## src/rtl/core/srfd_pkg.sv

```systemverilog
// shared types and constants of the sensor response frame decoder
// no dependencies; imported by the interfaces and all rtl/core modules
package srfd_pkg;

  localparam int LEN_W      = 7;   // width of a frame length register
  localparam int CFG_IDX_W  = 3;
  localparam int KEPT_BYTES = 17;  // buffer positions that a reading can come from

  localparam logic [7:0] ADDR_CO2      = 8'h01;
  localparam logic [7:0] ADDR_PRESSURE = 8'h02;
  localparam logic [7:0] ADDR_PH       = 8'h04;
  localparam logic [7:0] ADDR_LIGHT    = 8'h05;
  localparam logic [7:0] ADDR_SOIL     = 8'h06;

  localparam logic [CFG_IDX_W-1:0] CFG_CO2_LEN      = 3'd0;
  localparam logic [CFG_IDX_W-1:0] CFG_PRESSURE_LEN = 3'd1;
  localparam logic [CFG_IDX_W-1:0] CFG_LIGHT_LEN    = 3'd2;
  localparam logic [CFG_IDX_W-1:0] CFG_SOIL_LEN     = 3'd3;
  localparam logic [CFG_IDX_W-1:0] CFG_PH_LEN       = 3'd4;

  localparam logic [LEN_W-1:0] CO2_LEN_RST      = 7'd11;
  localparam logic [LEN_W-1:0] PRESSURE_LEN_RST = 7'd9;
  localparam logic [LEN_W-1:0] LIGHT_LEN_RST    = 7'd19;
  localparam logic [LEN_W-1:0] SOIL_LEN_RST     = 7'd11;
  localparam logic [LEN_W-1:0] PH_LEN_RST       = 7'd7;

  typedef enum logic [2:0] {
    KIND_CO2      = 3'd0,
    KIND_PRESSURE = 3'd1,
    KIND_LIGHT    = 3'd2,
    KIND_SOIL     = 3'd3,
    KIND_PH       = 3'd4
  } frame_kind_t;

  typedef struct packed {
    logic [LEN_W-1:0] co2_len;
    logic [LEN_W-1:0] pressure_len;
    logic [LEN_W-1:0] light_len;
    logic [LEN_W-1:0] soil_len;
    logic [LEN_W-1:0] ph_len;
  } srfd_cfg_t;

  typedef struct packed {
    frame_kind_t frame_kind;
    logic [15:0] co2_level;
    logic [15:0] air_humidity_value;
    logic [15:0] air_pressure_value;
    logic [15:0] air_temperature_value;
    logic [15:0] light_level;
    logic [15:0] soil_temperature_value;
    logic [15:0] soil_water_value;
    logic [15:0] soil_conductivity_value;
    logic [14:0] soil_salt_value;
    logic [7:0]  ph_value;
  } srfd_result_t;

  typedef struct packed {
    logic hit;        // the byte under decode completes a frame
    logic cnt_zero;   // stored byte count is zero
  } srfd_status_t;

endpackage

```

## src/rtl/core/srfd_if.sv

```systemverilog
// valid/ready channels of the decoder: received bytes in, decoded results out
// depends on srfd_pkg
interface srfd_byte_if import srfd_pkg::*; ();
  logic       valid;
  logic       ready;
  logic [7:0] rx_byte;

  modport source (output valid, output rx_byte, input ready);
  modport sink   (input valid, input rx_byte, output ready);
endinterface

interface srfd_result_if import srfd_pkg::*; ();
  logic        valid;
  logic        ready;
  logic [2:0]  frame_kind;
  logic [15:0] co2_level;
  logic [15:0] air_humidity_value;
  logic [15:0] air_pressure_value;
  logic [15:0] air_temperature_value;
  logic [15:0] light_level;
  logic [15:0] soil_temperature_value;
  logic [15:0] soil_water_value;
  logic [15:0] soil_conductivity_value;
  logic [14:0] soil_salt_value;
  logic [7:0]  ph_value;

  modport source (output valid, output frame_kind, output co2_level,
                  output air_humidity_value, output air_pressure_value,
                  output air_temperature_value, output light_level,
                  output soil_temperature_value, output soil_water_value,
                  output soil_conductivity_value, output soil_salt_value,
                  output ph_value, input ready);
  modport sink   (input valid, input frame_kind, input co2_level,
                  input air_humidity_value, input air_pressure_value,
                  input air_temperature_value, input light_level,
                  input soil_temperature_value, input soil_water_value,
                  input soil_conductivity_value, input soil_salt_value,
                  input ph_value, output ready);
endinterface

```

## src/rtl/core/srfd_frame_parser.sv

```systemverilog
// frame store, byte count, address and length match, held readings
// depends on srfd_pkg
module srfd_frame_parser import srfd_pkg::*; #(
  parameter int BUFFER_BYTES = 64
) (
  input  logic         clk,
  input  logic         rst,
  input  logic         fire,
  input  logic [7:0]   rx_byte,
  input  srfd_cfg_t    cfg,
  output srfd_result_t result,
  output srfd_status_t status
);

  localparam int CW = $clog2(BUFFER_BYTES + 1);
  localparam int LW = (CW > LEN_W) ? CW : LEN_W;

  logic [CW-1:0]    byte_count;
  logic [CW-1:0]    count_inc;
  logic [CW-1:0]    count_next;
  logic             not_full;
  logic [7:0]       frame_buffer [KEPT_BYTES];
  logic [7:0]       view [KEPT_BYTES];
  logic [7:0]       head;
  logic             head_ok;
  logic             match;
  logic [LEN_W-1:0] len_sel;
  frame_kind_t      kind;

  logic [15:0] held_co2, held_co2_next;
  logic [15:0] held_humidity, held_humidity_next;
  logic [15:0] held_pressure, held_pressure_next;
  logic [15:0] held_air_temperature, held_air_temperature_next;
  logic [15:0] held_light, held_light_next;
  logic [15:0] held_soil_temperature, held_soil_temperature_next;
  logic [15:0] held_soil_water, held_soil_water_next;
  logic [15:0] held_soil_conductivity, held_soil_conductivity_next;
  logic [14:0] held_salt, held_salt_next;
  logic [7:0]  held_ph, held_ph_next;

  assign not_full  = byte_count < CW'(BUFFER_BYTES);
  assign count_inc = not_full ? byte_count + 1'b1 : byte_count;

  // buffer contents as seen after this byte is stored
  always_comb begin
    for (int i = 0; i < KEPT_BYTES; i++) begin
      view[i] = (byte_count == CW'(i)) ? rx_byte : frame_buffer[i];
    end
  end

  assign head = view[0];

  always_comb begin
    head_ok = 1'b1;
    len_sel = cfg.co2_len;
    kind    = KIND_CO2;
    unique case (head)
      ADDR_CO2: begin
        len_sel = cfg.co2_len;
        kind    = KIND_CO2;
      end
      ADDR_PRESSURE: begin
        len_sel = cfg.pressure_len;
        kind    = KIND_PRESSURE;
      end
      ADDR_LIGHT: begin
        len_sel = cfg.light_len;
        kind    = KIND_LIGHT;
      end
      ADDR_SOIL: begin
        len_sel = cfg.soil_len;
        kind    = KIND_SOIL;
      end
      ADDR_PH: begin
        len_sel = cfg.ph_len;
        kind    = KIND_PH;
      end
      default: head_ok = 1'b0;
    endcase
  end

  assign match      = head_ok && (LW'(count_inc) == LW'(len_sel));
  assign count_next = (!head_ok || match) ? '0 : count_inc;

  always_comb begin
    held_co2_next               = held_co2;
    held_humidity_next          = held_humidity;
    held_pressure_next          = held_pressure;
    held_air_temperature_next   = held_air_temperature;
    held_light_next             = held_light;
    held_soil_temperature_next  = held_soil_temperature;
    held_soil_water_next        = held_soil_water;
    held_soil_conductivity_next = held_soil_conductivity;
    held_salt_next              = held_salt;
    held_ph_next                = held_ph;
    if (match) begin
      case (kind)
        KIND_CO2: begin
          held_co2_next      = {view[7], view[8]};
          held_humidity_next = {view[3], view[4]};
        end
        KIND_PRESSURE: begin
          held_pressure_next        = {view[3], view[4]};
          held_air_temperature_next = {view[5], view[6]};
        end
        KIND_LIGHT: held_light_next = {view[15], view[16]};
        KIND_SOIL: begin
          held_soil_temperature_next  = {view[5], view[6]};
          held_soil_water_next        = {view[3], view[4]};
          held_soil_conductivity_next = {view[7], view[8]};
          held_salt_next              = {view[7], view[8][7:1]};
        end
        KIND_PH: held_ph_next = view[4];
        default: ;
      endcase
    end
  end

  // only the leading positions are ever read back, later bytes are counted only
  always_ff @(posedge clk) begin
    if (fire) begin
      for (int i = 0; i < KEPT_BYTES; i++) begin
        if (byte_count == CW'(i)) begin
          frame_buffer[i] <= rx_byte;
        end
      end
    end
  end

  always_ff @(posedge clk) begin
    if (rst) begin
      byte_count             <= '0;
      held_co2               <= '0;
      held_humidity          <= '0;
      held_pressure          <= '0;
      held_air_temperature   <= '0;
      held_light             <= '0;
      held_soil_temperature  <= '0;
      held_soil_water        <= '0;
      held_soil_conductivity <= '0;
      held_salt              <= '0;
      held_ph                <= '0;
    end else if (fire) begin
      byte_count             <= count_next;
      held_co2               <= held_co2_next;
      held_humidity          <= held_humidity_next;
      held_pressure          <= held_pressure_next;
      held_air_temperature   <= held_air_temperature_next;
      held_light             <= held_light_next;
      held_soil_temperature  <= held_soil_temperature_next;
      held_soil_water        <= held_soil_water_next;
      held_soil_conductivity <= held_soil_conductivity_next;
      held_salt              <= held_salt_next;
      held_ph                <= held_ph_next;
    end
  end

  always_comb begin
    result.frame_kind              = kind;
    result.co2_level               = held_co2_next;
    result.air_humidity_value      = held_humidity_next;
    result.air_pressure_value      = held_pressure_next;
    result.air_temperature_value   = held_air_temperature_next;
    result.light_level             = held_light_next;
    result.soil_temperature_value  = held_soil_temperature_next;
    result.soil_water_value        = held_soil_water_next;
    result.soil_conductivity_value = held_soil_conductivity_next;
    result.soil_salt_value         = held_salt_next;
    result.ph_value                = held_ph_next;
  end

  assign status.hit      = match;
  assign status.cnt_zero = (byte_count == '0);

endmodule

```

## src/rtl/core/srfd_out_reg.sv

```systemverilog
// result register that drives the output channel
// depends on srfd_pkg and srfd_result_if
module srfd_out_reg import srfd_pkg::*; (
  input  logic                 clk,
  input  logic                 rst,
  input  logic                 load,
  input  srfd_result_t         data,
  output logic                 can_load,
  srfd_result_if.source        res
);

  logic         out_valid;
  srfd_result_t out_data;

  assign can_load = !out_valid || res.ready;

  always_ff @(posedge clk) begin
    if (rst) begin
      out_valid <= 1'b0;
    end else if (load) begin
      out_valid <= 1'b1;
    end else if (res.ready) begin
      out_valid <= 1'b0;
    end
  end

  always_ff @(posedge clk) begin
    if (load) begin
      out_data <= data;
    end
  end

  assign res.valid                   = out_valid;
  assign res.frame_kind              = out_data.frame_kind;
  assign res.co2_level               = out_data.co2_level;
  assign res.air_humidity_value      = out_data.air_humidity_value;
  assign res.air_pressure_value      = out_data.air_pressure_value;
  assign res.air_temperature_value   = out_data.air_temperature_value;
  assign res.light_level             = out_data.light_level;
  assign res.soil_temperature_value  = out_data.soil_temperature_value;
  assign res.soil_water_value        = out_data.soil_water_value;
  assign res.soil_conductivity_value = out_data.soil_conductivity_value;
  assign res.soil_salt_value         = out_data.soil_salt_value;
  assign res.ph_value                = out_data.ph_value;

endmodule

```

## src/rtl/core/sensor_response_frame_decoder.sv

```systemverilog
// top level of the sensor response frame decoder: input register, length registers
// depends on srfd_pkg, srfd_if, srfd_frame_parser and srfd_out_reg
//
// rx carries one received serial byte per word; res carries one decoded result
// per completed frame: the frame kind and every held reading, updated or not.
// bytes that do not complete a frame produce no result word.
// the five frame length registers are written through cfg_we/cfg_index/cfg_data;
// the user must write them only while the block is idle, not enforced by the block;
// an index beyond the list is ignored. a taken byte sits in the input register and
// is decoded from there; a completed frame's result is loaded into the result
// register. one byte is taken every cycle unless a completing byte waits for the
// result register; the only loop is the byte count and held readings, updated per byte.
// when res stalls with a result waiting, bytes that complete no frame still
// flow through; a byte that completes a frame waits in the input register
// until the result register frees, and rx.ready drops behind it.
// reset clears the byte count, held readings, valid flags and restores the
// default frame lengths; the frame store itself needs no clearing.
module sensor_response_frame_decoder import srfd_pkg::*; #(
  parameter int BUFFER_BYTES = 64
) (
  input  logic                 clk,
  input  logic                 rst,
  srfd_byte_if.sink            rx,
  srfd_result_if.source        res,
  input  logic                 cfg_we,
  input  logic [CFG_IDX_W-1:0] cfg_index,
  input  logic [LEN_W-1:0]     cfg_data
);

  logic         in_valid;
  logic [7:0]   in_byte;
  logic         advance;
  logic         out_free;
  srfd_cfg_t    cfg;
  srfd_result_t result;
  srfd_status_t status;

  always_ff @(posedge clk) begin
    if (rst) begin
      cfg.co2_len      <= CO2_LEN_RST;
      cfg.pressure_len <= PRESSURE_LEN_RST;
      cfg.light_len    <= LIGHT_LEN_RST;
      cfg.soil_len     <= SOIL_LEN_RST;
      cfg.ph_len       <= PH_LEN_RST;
    end else if (cfg_we) begin
      unique case (cfg_index)
        CFG_CO2_LEN:      cfg.co2_len      <= cfg_data;
        CFG_PRESSURE_LEN: cfg.pressure_len <= cfg_data;
        CFG_LIGHT_LEN:    cfg.light_len    <= cfg_data;
        CFG_SOIL_LEN:     cfg.soil_len     <= cfg_data;
        CFG_PH_LEN:       cfg.ph_len       <= cfg_data;
        default: ;
      endcase
    end
  end

  // a byte with no result never needs the result register
  assign advance  = in_valid && (!status.hit || out_free);
  assign rx.ready = !in_valid || advance;

  always_ff @(posedge clk) begin
    if (rst) begin
      in_valid <= 1'b0;
    end else if (rx.valid && rx.ready) begin
      in_valid <= 1'b1;
    end else if (advance) begin
      in_valid <= 1'b0;
    end
  end

  always_ff @(posedge clk) begin
    if (rx.valid && rx.ready) begin
      in_byte <= rx.rx_byte;
    end
  end

  srfd_frame_parser #(
    .BUFFER_BYTES(BUFFER_BYTES)
  ) u_parser (
    .clk     (clk),
    .rst     (rst),
    .fire    (advance),
    .rx_byte (in_byte),
    .cfg     (cfg),
    .result  (result),
    .status  (status)
  );

  srfd_out_reg u_out (
    .clk      (clk),
    .rst      (rst),
    .load     (advance && status.hit),
    .data     (result),
    .can_load (out_free),
    .res      (res)
  );

  a_hit_shows_result: assert property (@(posedge clk) disable iff (rst)
    (advance && status.hit) |=> res.valid)
    else $error("completed frame did not reach the result register");

  a_hit_clears_count: assert property (@(posedge clk) disable iff (rst)
    (advance && status.hit) |=> status.cnt_zero)
    else $error("byte count not cleared after a completed frame");

  a_stall_only_when_full: assert property (@(posedge clk) disable iff (rst)
    !rx.ready |-> (in_valid && status.hit && res.valid && !res.ready))
    else $error("input stalled without a blocked result");

endmodule
```

## src/flat_wrapper.sv

```systemverilog
// flat-port wrapper written by rule: the top's interface ports become plain ports
module sensor_response_frame_decoder_flat import srfd_pkg::*;
#(
  parameter int BUFFER_BYTES = 64
)
  (clk, rst, cfg_we, cfg_index, cfg_data, rx_valid, rx_rx_byte, rx_ready, res_valid, res_frame_kind, res_co2_level, res_air_humidity_value, res_air_pressure_value, res_air_temperature_value, res_light_level, res_soil_temperature_value, res_soil_water_value, res_soil_conductivity_value, res_soil_salt_value, res_ph_value, res_ready);
  srfd_byte_if rx_i ();
  srfd_result_if res_i ();
  input  logic clk;
  input  logic rst;
  input  logic cfg_we;
  input  logic [CFG_IDX_W-1:0] cfg_index;
  input  logic [LEN_W-1:0] cfg_data;
  input wire logic [$bits(rx_i.valid)-1:0] rx_valid;
  input wire logic [$bits(rx_i.rx_byte)-1:0] rx_rx_byte;
  output wire logic [$bits(rx_i.ready)-1:0] rx_ready;
  output wire logic [$bits(res_i.valid)-1:0] res_valid;
  output wire logic [$bits(res_i.frame_kind)-1:0] res_frame_kind;
  output wire logic [$bits(res_i.co2_level)-1:0] res_co2_level;
  output wire logic [$bits(res_i.air_humidity_value)-1:0] res_air_humidity_value;
  output wire logic [$bits(res_i.air_pressure_value)-1:0] res_air_pressure_value;
  output wire logic [$bits(res_i.air_temperature_value)-1:0] res_air_temperature_value;
  output wire logic [$bits(res_i.light_level)-1:0] res_light_level;
  output wire logic [$bits(res_i.soil_temperature_value)-1:0] res_soil_temperature_value;
  output wire logic [$bits(res_i.soil_water_value)-1:0] res_soil_water_value;
  output wire logic [$bits(res_i.soil_conductivity_value)-1:0] res_soil_conductivity_value;
  output wire logic [$bits(res_i.soil_salt_value)-1:0] res_soil_salt_value;
  output wire logic [$bits(res_i.ph_value)-1:0] res_ph_value;
  input wire logic [$bits(res_i.ready)-1:0] res_ready;
  assign rx_i.valid = rx_valid;
  assign rx_i.rx_byte = rx_rx_byte;
  assign rx_ready = rx_i.ready;
  assign res_valid = res_i.valid;
  assign res_frame_kind = res_i.frame_kind;
  assign res_co2_level = res_i.co2_level;
  assign res_air_humidity_value = res_i.air_humidity_value;
  assign res_air_pressure_value = res_i.air_pressure_value;
  assign res_air_temperature_value = res_i.air_temperature_value;
  assign res_light_level = res_i.light_level;
  assign res_soil_temperature_value = res_i.soil_temperature_value;
  assign res_soil_water_value = res_i.soil_water_value;
  assign res_soil_conductivity_value = res_i.soil_conductivity_value;
  assign res_soil_salt_value = res_i.soil_salt_value;
  assign res_ph_value = res_i.ph_value;
  assign res_i.ready = res_ready;
  sensor_response_frame_decoder #(.BUFFER_BYTES(BUFFER_BYTES)) u_core (.clk(clk), .rst(rst), .rx(rx_i), .res(res_i), .cfg_we(cfg_we), .cfg_index(cfg_index), .cfg_data(cfg_data));
endmodule
```

## config.mk

```make
export PLATFORM = sky130hd
export DESIGN_NAME = sensor_response_frame_decoder_flat
export DESIGN_NICKNAME = d
export VERILOG_FILES = /design/src/rtl/core/srfd_pkg.sv /design/src/rtl/core/srfd_if.sv /design/src/rtl/core/srfd_frame_parser.sv /design/src/rtl/core/srfd_out_reg.sv /design/src/rtl/core/sensor_response_frame_decoder.sv /design/src/flat_wrapper.sv
export SDC_FILE = /design/constraint.sdc
export NUM_CORES = 1
export LEC_CHECK = 0
export BUFFER_PORTS_ARGS = -buffer_cell sky130_fd_sc_hd__clkbuf_2
export CELL_PAD_IN_SITES_DETAIL_PLACEMENT = 1
export CELL_PAD_IN_SITES_GLOBAL_PLACEMENT = 2
export CORE_MARGIN = 5
export CORE_UTILIZATION = 42
export DETAILED_ROUTE_END_ITERATION = 12
export HOLD_SLACK_MARGIN = 0.02
export PLACE_DENSITY = 0.82
export SLEW_MARGIN = 15
export SYNTH_ARGS = -nofsm -noshare
export SYNTH_HDL_FRONTEND = slang
export SYNTH_SLANG_ARGS = --single-unit
```

## constraint.sdc

```tcl
create_clock -name clk -period 21.9 [get_ports clk]
set_clock_uncertainty 0.05 [all_clocks]
set_input_delay 0 -clock clk [delete_from_list [all_inputs] [get_ports clk]]
set_output_delay 0 -clock clk [all_outputs]
set_load 0.05 [all_outputs]
```

Word-level counts from Yosys, hierarchy flattened
Memories as Yosys holds them, arrays and structs flattened.
Cells that the tools add are included.

cells by class
  add/sub/neg operators = 1
  order comparisons = 1
  equal/unequal tests = 30
  multiplexer cells = 137
  reduce and logical (&&, ||, !) cells = 39

operators with widths
  cell                 count
  $mux 16              16
  $mux 8               27
  $reduce_or 8->1      16
  $mux 5               16
  $mux 1               72
  $eq 7x4->1 const B   8
  $mux 15              2
  $eq 7x3->1 const B   4
  $pmux 7 s4           1
  $eq 8x3->1 const B   3
  $eq 7x2->1 const B   2
  $mux 7               2
  $eq 3x2->1 const B   4
  $pmux 3 s4           1
  $reduce_and 2->1     5
  $eq 8x1->1 const B   1
  $eq 8x2->1 const B   1
  $add 7x1->7 const B  1
  $eq 7x1->1 const B   1
  $eq 7x5->1 const B   1
  $eq 7x7->1           1
  $logic_not 7->1      1
  $lt 7x7->1 const B   1
  $eq 3x1->1 const B   2
  other kinds (7)      19

storage, ports and cells
  register bits = 357
  memory bits (writable) = 136
  input bits = 23
  output and inout bits = 156
  memories = 1

memory list
  memory                        words  bits a word  rd ports  clocked after Yosys merged registers in  write ports  line                     text
  u_core.u_parser.frame_buffer  17     8            9         0                                        1            srfd_frame_parser.sv:22  logic [7:0] frame_buffer [KEPT_BYTES];

Logic depth before layout (Yosys ltp)
  depth in word-level cells = 28
  mapped depth = 17
  gate-level depth less buffers = 12

Cells and area by module
From an unflattened synthesis, not the netlist that was laid out.

second synthesis, totals
  cell total of the unflattened synthesis = 1418
  area total of the unflattened synthesis = 18861.8 µm²

by module, submodules not included
  module                         times used  cells an instance  area an instance (µm²)  sequential area each (µm²)
  srfd_frame_parser              1           1112               12483.2                 5325.1
  srfd_out_reg                   1           158                4670.7                  4644.5
  sensor_response_frame_decoder  1           148                1707.9                  960.9

Worst setup path before layout
Ideal clock, no wire load.

  kind = reg2reg
  from = reg u_core.in_byte[4]
  to = reg u_core.u_out.out_data (netlist bit u_core.u_out.res.air_humidity_value[0]), enable pin
  arrival = 13492 ps
  slack = 7502 ps
  cell stages (with the launch flop) = 13
  period minus slack after synthesis = 14398 ps
  cells stage by stage = edfxtp_1 clkbuf_1 or4_4 a2111oi_0 mux2_1 buf_2 o22ai_1 mux2i_1 a311oi_1 o311ai_2 o31ai_1 buf_2 nor3_1

between the ends
  cells in the longest elaborated chain, start to end = 9
  elaborated cells between the ends (all ways) = 15

RTL lines
  element                                               line                                              text
  start, declared                                       sensor_response_frame_decoder.sv:31               logic [7:0] in_byte;
  start signal, assigned                                sensor_response_frame_decoder.sv:73               in_byte <= rx.rx_byte;
  $mux 8 (*)                                            srfd_frame_parser.sv:47                           view[i] = (byte_count == CW'(i)) ? rx_byte : frame_buffer[i];
  $eq 8x3->1, or another cell as far along              srfd_frame_parser.sv:57                           unique case (head)
  $pmux 7 s4 / $reduce_or 5->1 (equally long branches)  n/a
  $eq 7x7->1 / $mux 1 (equally long branches)           srfd_frame_parser.sv:82, srfd_frame_parser.sv:57
  $logic_and 1x1->1 (*)                                 srfd_frame_parser.sv:82                           assign match = head_ok && (LW'(count_inc) == LW'(len_sel));
  $logic_not 1->1                                       sensor_response_frame_decoder.sv:58               assign advance = in_valid && (!status.hit || out_free);
  $logic_or 1x1->1                                      sensor_response_frame_decoder.sv:58
  $logic_and 1x1->1                                     sensor_response_frame_decoder.sv:58
  $logic_and 1x1->1 (*)                                 sensor_response_frame_decoder.sv:92               .load (advance && status.hit),
  named net u_core.u_out.load                           srfd_out_reg.sv:6                                 input logic load,
  end signal, assigned                                  srfd_out_reg.sv:29                                out_data <= data;
  end, declared                                         srfd_out_reg.sv:13                                srfd_result_t out_data;

The timed path passes the listed nets; every way through them passes the cells marked *.
A chain may end at the register's enable or synchronous reset.

Final worst setup path
  from = reg u_core.u_parser.byte_count[0]
  to = reg u_core.u_parser.held_humidity[13]

between the ends
  cells in the longest elaborated chain, start to end = 9
  elaborated cells between the ends (all ways) = 24

RTL lines
  element                                               line                                              text
  start, declared                                       srfd_frame_parser.sv:18                           logic [CW-1:0] byte_count;
  start signal, assigned                                srfd_frame_parser.sv:144                          byte_count <= count_next;
  $logic_not 7->1                                       n/a
  $mux 8                                                srfd_frame_parser.sv:47
  $eq 8x3->1, or another cell as far along              srfd_frame_parser.sv:57
  $pmux 7 s4 / $reduce_or 5->1 (equally long branches)  n/a
  $eq 7x7->1 / $mux 1 (equally long branches)           srfd_frame_parser.sv:82, srfd_frame_parser.sv:57
  $logic_and 1x1->1                                     srfd_frame_parser.sv:82
  $logic_not 1->1                                       sensor_response_frame_decoder.sv:58
  $logic_or 1x1->1                                      sensor_response_frame_decoder.sv:58
  $logic_and 1x1->1                                     sensor_response_frame_decoder.sv:58
  end signal, assigned                                  srfd_frame_parser.sv:146                          held_humidity <= held_humidity_next;
  end, declared                                         srfd_frame_parser.sv:31                           logic [15:0] held_humidity, held_humidity_next;

Parallel ways exist; a longest one is shown, timed or not.

==> impl_metrics.json <==
{
  "cts_max_level": 2,
  "synth_top_family_by_area": "compound AO/OA/AOI/OAI gates",
  "finalMaxSlewViolations": 0,
  "synth-simple-area-share": 0.119,
  "synthMuxAreaShare": 0.0738,
  "cp_max_fo": 97,
  "syn_avg_cell_area_um2": 11.3,
  "clkPwrFrac": 0.453,
  "yosys_most_used_dff": "edfxtp_1",
  "synth_cell_types": 68,
  "hold_violations": 0,
  "finalCritPeriodShare": 0.266,
  "firstDrtPassIters": 4,
  "synthXorXnorAreaFrac": 0.00493,
  "track_usage": 0.205,
  "critical-path-slowest-cell": "and2_2",
  "power_density_nw_per_um2": 79.2,
  "num_antenna_cells": 0,
  "cp_slowest_stage_delay_ns": 0.74,
  "routed_wl_mm": 49.0,
  "syn_area_um2": 17800,
  "die_width_um": 216,
  "drtAntennaViolNets": 0,
  "period_minus_slack_ns": 5.82,
  "cts_root_buf": "clkbuf_16",
  "stdcell_area_um2": 20800,
  "cts_buffers": 46,
  "synth.ff_latch_count": 429,
  "fin_setup_tns_ns": 0,
  "layout.cells.most_common_list": "234 x edfxtp_1, 199 x nor2_1, 195 x dfxtp_1, 177 x clkbuf_2, 139 x nand2_1",
  "async_reset_ff_frac": 0,
  "rsz0062_at_grt": "no",
  "cts_resized": 0,
  "hpwl_mm": 31.8,
  "p_sw_mw": 0.359,
  "tightest_slew_ns": 1.10,
  "grt_pass1_wl_mm": 76.3,
  "share_seq_of_total_power": 0.518,
  "synth_cells": 1568,
  "start_util": 0.424,
  "cts_tree": "yes",
  "crit_path_end_kind": "flip-flop",
  "first_iter_violations": 655,
  "clock_sinks": 429,
  "yosys_warnings": 0,
  "synth_enable_flop_cells": 234,
  "final_common_cell": "edfxtp_1",
  "crit_required_ns": 22.26,
  "critPathKind": "flip-flop to flip-flop",
  "place_area_um2": 19000,
  "routedWlPerCell_um": 21.3,
  "status": "complete, no violations",
  "setup_slack_ns": 16.08,
  "startpoint_type": "flip-flop",
  "max_freq_ghz": 0.172,
  "syn_nets": 1595,
  "cap_violations": 0,
  "worstPathArrival_ns": 6.18,
  "setup_violations": 0,
  "dieArea_um2": 46500,
  "nFillCells": 4446,
  "synthAdderAreaFrac": 0.00281,
  "pwr-share-comb": 0.029,
  "path_cells": "inv_1 > ha_1 > or3b_1 > nor2_4 > mux2_1 > o22ai_1 > mux2i_1 > a311oi_1 > o311ai_2 > nor4_4 > buf_4 > and2_2 > a211oi_1",
  "synthToLayoutAreaGrowth_pct": 16.8,
  "cts.reportedPaths.clkPinSlew_ns": 0.06,
  "synth_compound_area_frac": 0.149,
  "max-vdd-ir-drop_v": 0.0000598,
  "ys_seq_area_frac": 0.615,
  "postCtsSetupRepairBufs": 0,
  "clkLatencyLatePin_ns": 0.58,
  "place_ws_ns": 15.82,
  "grt_start_max_net_pins": 98,
  "antenna_found_initial": 0,
  "core_area_um2": 41900,
  "io_buffers": 178,
  "drive_gt1_frac": 0.201,
  "clock_path_buffers": 3,
  "die_y_um": 216,
  "fin_nets": 1757,
  "sw_frac_of_total": 0.218,
  "grt.overflow.total": 0,
  "leakage_nw": 7.58,
  "row_count": 75,
  "drc": 0,
  "gp_congestion": 0.871,
  "vias_per_cell": 5.48,
  "slew-limit-headroom": 0.265,
  "dr_total_vias": 12600,
  "grt_pass1_vias": 13000,
  "hp-class": "primary input to flip-flop",
  "num_io_pins": 179,
  "p_int_mw": 1.29
}
[layout make-up]
cell class / instances / area, µm² / share of cell area
Clock inverter: 20 / 149 / 0.00717
Inverter: 22 / 82.6 / 0.00398
Clock buffer: 65 / 1280 / 0.0618
Tap cell: 539 / 674 / 0.0325
Multi-Input combinational cell: 1000 / 6270 / 0.302
Sequential cell: 429 / 10900 / 0.526
Timing Repair Buffer: 231 / 1370 / 0.0661
[final timing paths]
kind	startpoint	to	cells after the start	slack (ns)
setup / recovery	u_core.u_parser.byte_count[0]$_SDFFE_PP0N_	u_core.u_parser.held_humidity[13]$_SDFFE_PP0N_	13	16.08
hold / removal	rx_rx_byte[2]	u_core.in_byte[2]$_DFFE_PP_	2	0.1
setup reg to reg	u_core.u_parser.byte_count[0]$_SDFFE_PP0N_	u_core.u_parser.held_humidity[13]$_SDFFE_PP0N_	13	16.08
hold reg to reg	u_core.u_parser.held_soil_conductivity[3]$_SDFFE_PP0N_	u_core.u_parser.held_soil_conductivity[3]$_SDFFE_PP0N_	1	0.42
[power groups by stage]
stage / Sequential, mW / Combinational, mW / Clock, mW
floorplan: 0.868 / 0.0258 / 0
global placement: 0.869 / 0.0437 / 0
detailed placement: 0.869 / 0.0448 / 0
CTS: 0.851 / 0.0485 / 0.768
global route: 0.851 / 0.0522 / 0.802
finish: 0.851 / 0.0483 / 0.744
[metrics by stage]
step / utilization / total power, mW / cells / hold slack, ns
2_1_floorplan: - / 0.894 / 1568 / 0.0489
3_3_place_gp: 0.453 / 0.912 / 2190 / 0.131
3_5_place_dp: 0.453 / 0.913 / 2190 / 0.130
4_1_cts: 0.495 / 1.67 / 2306 / 0.0480
5_1_grt: 0.495 / 1.71 / 2306 / 0.0667
6_report: 0.495 / 1.64 / 2306 / 0.0972
[synth_stat cells (5+ instances only)]
master / count / area [µm²]
a211o_1: 5 / 43.8
a211oi_1: 75 / 563
a211oi_2: 28 / 350
a21oi_1: 136 / 681
a31oi_1: 8 / 50.1
and2_1: 6 / 37.5
buf_1: 7 / 26.3
buf_2: 27 / 135
buf_4: 12 / 90.1
clkbuf_1: 68 / 255
dfxtp_1: 195 / 3900
edfxtp_1: 234 / 7030
inv_1: 22 / 82.6
mux2_2: 40 / 450
mux2i_1: 85 / 851
nand2_1: 139 / 522
nand2b_1: 12 / 75.1
nand3_1: 15 / 75.1
nand3b_1: 15 / 113
nand4_1: 7 / 43.8
nor2_1: 200 / 751
nor2b_1: 9 / 56.3
nor3_1: 18 / 90.1
nor4_1: 5 / 31.3
o21a_1: 33 / 248
o21ai_0: 78 / 390
o31ai_1: 5 / 37.5
or3_1: 6 / 37.5
xnor2_1: 6 / 52.6
[critical path, delay by kind of cell (launching register included)]
kind / cells / cell delay, ns
DFF: 1 / 0.42
muxes: 2 / 0.68
adders and majority gates: 1 / 0.18
and+or+nand+nor: 4 / 2.13
buffers and inverters: 2 / 0.86
AOI/OAI and AO/OA: 4 / 1.24
[sequential cells by signal, indices dropped and copies added, names as in the netlist, 8 cells and up]
signal                                    flops
u_core.u_parser.held_ph                       8
u_core.u_parser.held_air_temperature         16
u_core.u_out.res.soil_conductivity_value     16
u_core.u_parser.held_pressure                16
u_core.u_out.res.air_temperature_value       16
u_core.u_parser.held_salt                    15
u_core.u_parser.held_soil_temperature        16
u_core.u_out.res.soil_temperature_value      16
u_core.cfg                                   35
u_core.u_out.res.soil_salt_value             15
u_core.u_parser.held_humidity                16
u_core.u_out.res.light_level                 16
u_core.u_parser.frame_buffer                 72
u_core.u_out.res.soil_water_value            16
u_core.u_out.res.co2_level                   16
u_core.u_parser.held_soil_conductivity       16
u_core.u_parser.held_light                   16
u_core.u_parser.held_soil_water              16
u_core.in_byte                                8
u_core.u_out.res.air_humidity_value          16
u_core.u_parser.held_co2                     16
u_core.u_out.res.air_pressure_value          16
u_core.u_out.res.ph_value                     8
[routing by layer]
metal  global-route usage  vias to the layer above  share of wire
met1                0.275                     6280           0.46
met5                    0                        -              0
met2                0.344                      237           0.48
met3               0.0381                       81          0.037
met4               0.0576                        0          0.026
li1                     -                     6038              -
[timing repair]
| item | in CTS | in global routing |
|---|---|---|
| hold endpoints to repair | 79 | 0 |
| setup endpoints to repair | 0 | 0 |
| hold buffers | 31 | 0 |
[cell families after synthesis]
family                   count (synthesis)
AND/OR/NAND/NOR                        460
flip-flops                             429
AO/OA/AOI/OAI                          400
buffers and inverters                  139
multiplexers                           126
XOR/XNOR                                10
adder cells (fa/ha/maj)                  4
(Power assumes the default switching activity.)
